==> config.mk <==
export PLATFORM = sky130hd
export DESIGN_NAME = adrc_cfg_regs
export DESIGN_NICKNAME = d
export VERILOG_FILES = /design/src/hw/rtl/adrc_pkg.sv /design/src/hw/rtl/adrc_cfg_regs.sv
export SDC_FILE = /design/constraint.sdc
export NUM_CORES = 1
export LEC_CHECK = 0
export BUFFER_PORTS_ARGS = -buffer_cell sky130_fd_sc_hd__buf_2
export CAP_MARGIN = 20
export CORE_ASPECT_RATIO = 1.4
export CORE_MARGIN = 3
export CORE_UTILIZATION = 45
export DETAILED_ROUTE_END_ITERATION = 16
export PLACE_DENSITY_LB_ADDON = 0.2
export SLEW_MARGIN = 15
export SYNTH_ARGS = -nofsm -noshare
export SYNTH_HDL_FRONTEND = slang
export SYNTH_SLANG_ARGS = --single-unit
==> constraint.sdc <==
create_clock -name clk -period 3.35 [get_ports clk]
set_clock_uncertainty 0.05 [all_clocks]
set_input_delay 0.67 -clock clk [delete_from_list [all_inputs] [get_ports clk]]
set_output_delay 0.67 -clock clk [all_outputs]
set_load 0.01 [all_outputs]
==> src/hw/rtl/adrc_pkg.sv <==
package adrc_pkg;

  // configuration port geometry: 64-bit data, registers on 8-byte steps
  localparam int CFG_FIELD_W = 4;
  localparam int CFG_ADDR_W  = 5;
  localparam int CFG_DATA_W  = 64;
  localparam int CFG_IDX_W   = 2;

  localparam logic [CFG_IDX_W-1:0] REG_ROW_BITS       = 2'd0;
  localparam logic [CFG_IDX_W-1:0] REG_COL_BITS       = 2'd1;
  localparam logic [CFG_IDX_W-1:0] REG_DATA_BITS      = 2'd2;
  localparam logic [CFG_IDX_W-1:0] REG_REFRESH_PERIOD = 2'd3;

  typedef struct packed {
    logic [CFG_FIELD_W-1:0] row_w;
    logic [CFG_FIELD_W-1:0] col_w;
    logic [CFG_FIELD_W-1:0] dat_w;
  } cfg_t;

endpackage

==> src/hw/rtl/adrc_cfg_regs.sv <==
module adrc_cfg_regs #(
  parameter int TIME_WIDTH = 48
) (
  input  logic                              clk,
  input  logic                              rst_n,
  input  logic                              psel,
  input  logic                              penable,
  input  logic                              pwrite,
  input  logic [adrc_pkg::CFG_ADDR_W-1:0]   paddr,
  input  logic [adrc_pkg::CFG_DATA_W-1:0]   pwdata,
  output logic [adrc_pkg::CFG_DATA_W-1:0]   prdata,
  output logic                              pready,
  output adrc_pkg::cfg_t                    cfg,
  output logic [TIME_WIDTH-1:0]             refresh_period
);

  adrc_pkg::cfg_t                  cfg_r;
  logic [TIME_WIDTH-1:0]           period_r;
  logic                            wr_en;
  logic [adrc_pkg::CFG_IDX_W-1:0]  reg_idx;

  assign pready  = 1'b1;
  assign wr_en   = psel & penable & pwrite;
  assign reg_idx = paddr[adrc_pkg::CFG_ADDR_W-1:3];

  always_ff @(posedge clk) begin
    if (!rst_n) begin
      cfg_r.row_w <= adrc_pkg::CFG_FIELD_W'(8);
      cfg_r.col_w <= adrc_pkg::CFG_FIELD_W'(8);
      cfg_r.dat_w <= adrc_pkg::CFG_FIELD_W'(8);
      period_r    <= '0;
    end else if (wr_en) begin
      unique case (reg_idx)
        adrc_pkg::REG_ROW_BITS:       cfg_r.row_w <= pwdata[adrc_pkg::CFG_FIELD_W-1:0];
        adrc_pkg::REG_COL_BITS:       cfg_r.col_w <= pwdata[adrc_pkg::CFG_FIELD_W-1:0];
        adrc_pkg::REG_DATA_BITS:      cfg_r.dat_w <= pwdata[adrc_pkg::CFG_FIELD_W-1:0];
        adrc_pkg::REG_REFRESH_PERIOD: period_r    <= pwdata[TIME_WIDTH-1:0];
        default: ;
      endcase
    end
  end

  always_comb begin
    unique case (reg_idx)
      adrc_pkg::REG_ROW_BITS:       prdata = adrc_pkg::CFG_DATA_W'(cfg_r.row_w);
      adrc_pkg::REG_COL_BITS:       prdata = adrc_pkg::CFG_DATA_W'(cfg_r.col_w);
      adrc_pkg::REG_DATA_BITS:      prdata = adrc_pkg::CFG_DATA_W'(cfg_r.dat_w);
      adrc_pkg::REG_REFRESH_PERIOD: prdata = adrc_pkg::CFG_DATA_W'(period_r);
      default:                      prdata = '0;
    endcase
  end

  assign cfg            = cfg_r;
  assign refresh_period = period_r;

endmodule

# Word-level counts from Yosys, hierarchy flattened
# Cells that the tools add are included.
[op_classes]
mux = 1
eq_ne = 3
n_reduce_logical = 5
bitwise = 2
[op_table]
columns = ["operator", "count"]
rows = [
  ["$pmux 64 s4", 1],
  ["$reduce_and 2->1", 4],
  ["$eq 2x2->1 const B", 2],
  ["$and 1x1->1", 2],
  ["$eq 2x1->1 const B", 1],
  ["$logic_not 2->1", 1],
]
[word_totals]
in_bits = 74
reg_bits = 60
out_inout_bits = 125

# Longest topological paths before layout
[depth]
depth_word = 3
ltp_mapped = 6
ltp_nobuf = 3

# Worst setup path before layout
# Ideal clock, no wire load.
[synth_path]
path_type = "input port to output port"
start = "input paddr[3] (netlist bit)"
end = "output prdata[1] (netlist bit)"
setup_slack_ps = 1113
stages = 3
arrival_ps = 1517
n_path_buf = 2
path_cell_list = "buf_4 -> buf_2 -> mux4_2"
[synth_via]
elab_chain_len = 2
word_cells_on_any_way = 5
[synth_lines]
columns = ["item", "line", "text"]
rows = [
  ["start: declaration", "adrc_cfg_regs.sv:9", "input logic [adrc_pkg::CFG_ADDR_W-1:0] paddr,"],
  ["$eq 2x2->1 (tied with other cells)", "adrc_cfg_regs.sv:44", "unique case (reg_idx)"],
  ["$pmux 64 s4 *", "adrc_cfg_regs.sv:44", ""],
  ["end: declaration", "adrc_cfg_regs.sv:11", "output logic [adrc_pkg::CFG_DATA_W-1:0] prdata,"],
]
# Every way passes the cells marked *; elsewhere a longest branch is shown, timed or not. The select of a mux whose other input is x is not followed.

# Worst setup path in the final report
[layout_path]
start = "input paddr[3] (netlist bit)"
end = "output prdata[0] (netlist bit)"
# Same word-level chain as after synthesis.

==> metrics.csv <==
metric;value;unit
final setup fails;0;
sequential share of power;48.8;%
most instantiated cells after synthesis;nand2_1 (106), dfxtp_1 (60), mux2i_1 (60), and3_1 (44), clkbuf_1 (21);
Int Pwr;0.00115;W
placeable core area;6210;um2
worst vdd ir;236;uV
headroom to the max-slew limit;45.4;%
Max-Cap Viols;0;
first-pass detailed-route iteration total;4;
Final Power;0.00150;W
top cells by area, synth;dfxtp_1 (41%), mux2i_1 (21%), nand2_1 (14%);
Initial Util;46.7;%
CTS root buffer;clkbuf_8;
status;finished clean;
Post-layout nets;551;
CTS H-tree depth;3;
Synth Area per Inst;8.73;um2
grt total ovfl;0;
P_leak;2.11;nW
number of antenna diodes;0;
crit path max fanout;52;
Post-CTS Resized;0;
RSZ-0062 raised after global routing;no;
CTS Buf Count;9;
multi-input combinational cell area;1490;um2
WL/cell;13.0;um
DR iter-0 viols;99;
PortBufs;162;
RePlAce Congestion;0.732;
largest net degree at the start of global routing;53;
cell taking the most area after synthesis;dfxtp_1;
Post-CTS Setup Bufs;0;
worst slew pin tran;0.813;ns
initial antenna violation count;0;
DIE AREA;7450;um2
Worst setup startpoint;paddr[3];
Slew Viols, Final;0;
Tmin final;2.74;ns
Critical Path End Type;output port;
Post-Syn Area;2900;um2
CP Class;in -> out;
die width;73.8;um
DRC;0;
Std-Cell Rows;34;
Clk pin slew, worst setup/hold paths;0.06;ns
power share of the clock group;42.1;%
combinational fraction of design power;9.1;%
DRT Wirelength;7180;um
io pins;199;
vias in the first global route;2371;
register area share after synthesis;41.5;%
sequential cell area;1200;um2
Power Density;391;nW/um2
Clock Sink Count;60;
number of enable flip-flop cells after synthesis;0;
Yosys reg bits;60;
element type at the critical path start;input pin;
cts hold-fix bufs;0;
Arr. time, crit path;2.02;ns
Via density;4.83;
primary flip-flop cell chosen by synthesis mapping;dfxtp_1;
critical path endpoint;prdata[0];
worst reg2reg setup slack;2.64;ns
All-Layer GR Usage;19.0;%
share of layout cells above drive strength 1;38.3;%
setup TNS;0;ns
Distinct cells, synth;15;
Period Utilization, post-route;81.9;%
first-pass GRT wire length;11100;um
Sw Pwr;0.000342;W
switching part of the total power;22.9;%
Clk Latency, worst-skew pair;0.32;ns
f_max;0.365;GHz
deepest clock path buffer count;2;
Post-DP HPWL;5050;um
antenna viol nets, final;0;
synth warn;0;
most common cell in the netlist;nand2_1;
hold path depth;2;
R2R cell count;2;
Syn-to-layout area delta;32.0;%
fillers;581;
Yosys top cell area share;41.5;%
FF-to-FF Start;refresh_period[16]$_SDFFE_PN0P_;
RR Endpoint;refresh_period[16]$_SDFFE_PN0P_;
Async S/R FF share, synth;0;%
worst hold path type;reg -> reg;
via count;2666;
cells after synthesis;332;
Chip Height;101;um
Required @ worst endpoint;2.63;ns
TritonCTS clock tree;done;
Fin. Hold Viols;0;
[layout make-up]
| type | instances | area share, % |
|---|---|---|
| multi-input cells | 240 | 39.0 |
| flip-flops and latches | 60 | 31.4 |
| repair buffers | 166 | 22.3 |
| clock buffers | 12 | 4.05 |
| well taps | 72 | 2.35 |
| clock inverters | 2 | 0.916 |
[worst min-delay path by stage]
stage / endpoint / from
floorplan: refresh_period[10]$_SDFFE_PN0P_ / refresh_period[10]$_SDFFE_PN0P_
global placement: refresh_period[21]$_SDFFE_PN0P_ / refresh_period[21]$_SDFFE_PN0P_
detailed placement: refresh_period[13]$_SDFFE_PN0P_ / refresh_period[13]$_SDFFE_PN0P_
CTS: refresh_period[13]$_SDFFE_PN0P_ / refresh_period[13]$_SDFFE_PN0P_
global route: refresh_period[33]$_SDFFE_PN0P_ / refresh_period[33]$_SDFFE_PN0P_
finish: refresh_period[21]$_SDFFE_PN0P_ / refresh_period[21]$_SDFFE_PN0P_
[cell usage in the layout, fill, tap and decap left out]
master	count
nor2b_1	4
nor2_4	1
dfxtp_1	60
clkbuf_8	11
and3_1	44
or3b_1	2
clkinv_2	1
bufinv_16	1
buf_12	1
nand3_1	1
mux2i_1	60
nor3_1	1
nand2_1	106
buf_4	3
conb_1	17
clkbuf_1	1
mux4_2	4
buf_2	162
[critical path: stages]
cell,delay (ns)
buf_2,0.61
mux4_2,0.59
buf_2,0.15
[flip-flops by register name (all words and copies together), names as in the netlist]
signal / cells
refresh_period: 48
cfg: 12
[power by group through the flow]
stage | clock [W] | combinational [W] | sequential [W]
global placement | 0 | 0.000133 | 0.000745
CTS | 0.000646 | 0.000136 | 0.000729
detailed placement | 0 | 0.000136 | 0.000745
floorplan | 0 | 0.0000926 | 0.000749
finish | 0.000629 | 0.000136 | 0.000729
global route | 0.000675 | 0.000153 | 0.000730
[per-layer routing]
metal  vias to the layer above  wire length [um]  GRT usage (%)
met5                         -                 0              0
met1                      1197              2980           23.7
met4                         0                65           5.86
met3                         6               611           5.59
met2                       111              3520           31.3
li1                       1352                 -              -
[through the flow]
stage / setup slack [ns] / std cells / util [%] / instance area, um2 / hold WS, ns
3_5_place_dp: 0.611 / 538 / 58.5 / 3640 / 0.408
5_1_grt: 0.493 / 552 / 61.6 / 3830 / 0.439
3_3_place_gp: 0.645 / 538 / 58.5 / 3640 / 0.401
6_report: 0.607 / 552 / 61.6 / 3830 / 0.416
4_1_cts: 0.613 / 552 / 61.6 / 3830 / 0.420
2_1_floorplan: 1.11 / 347 / - / 2950 / 0.437
[logic make-up after synthesis]
logic type	count (synthesis)	share of synthesized area [%]
flip-flops	60	41.5
buffers and inverters	47	9.28
other	2	0.259
AND/OR/NAND/NOR	159	25.2
multiplexers	64	23.8
Note: power is estimated with default switching activity, not from simulation.
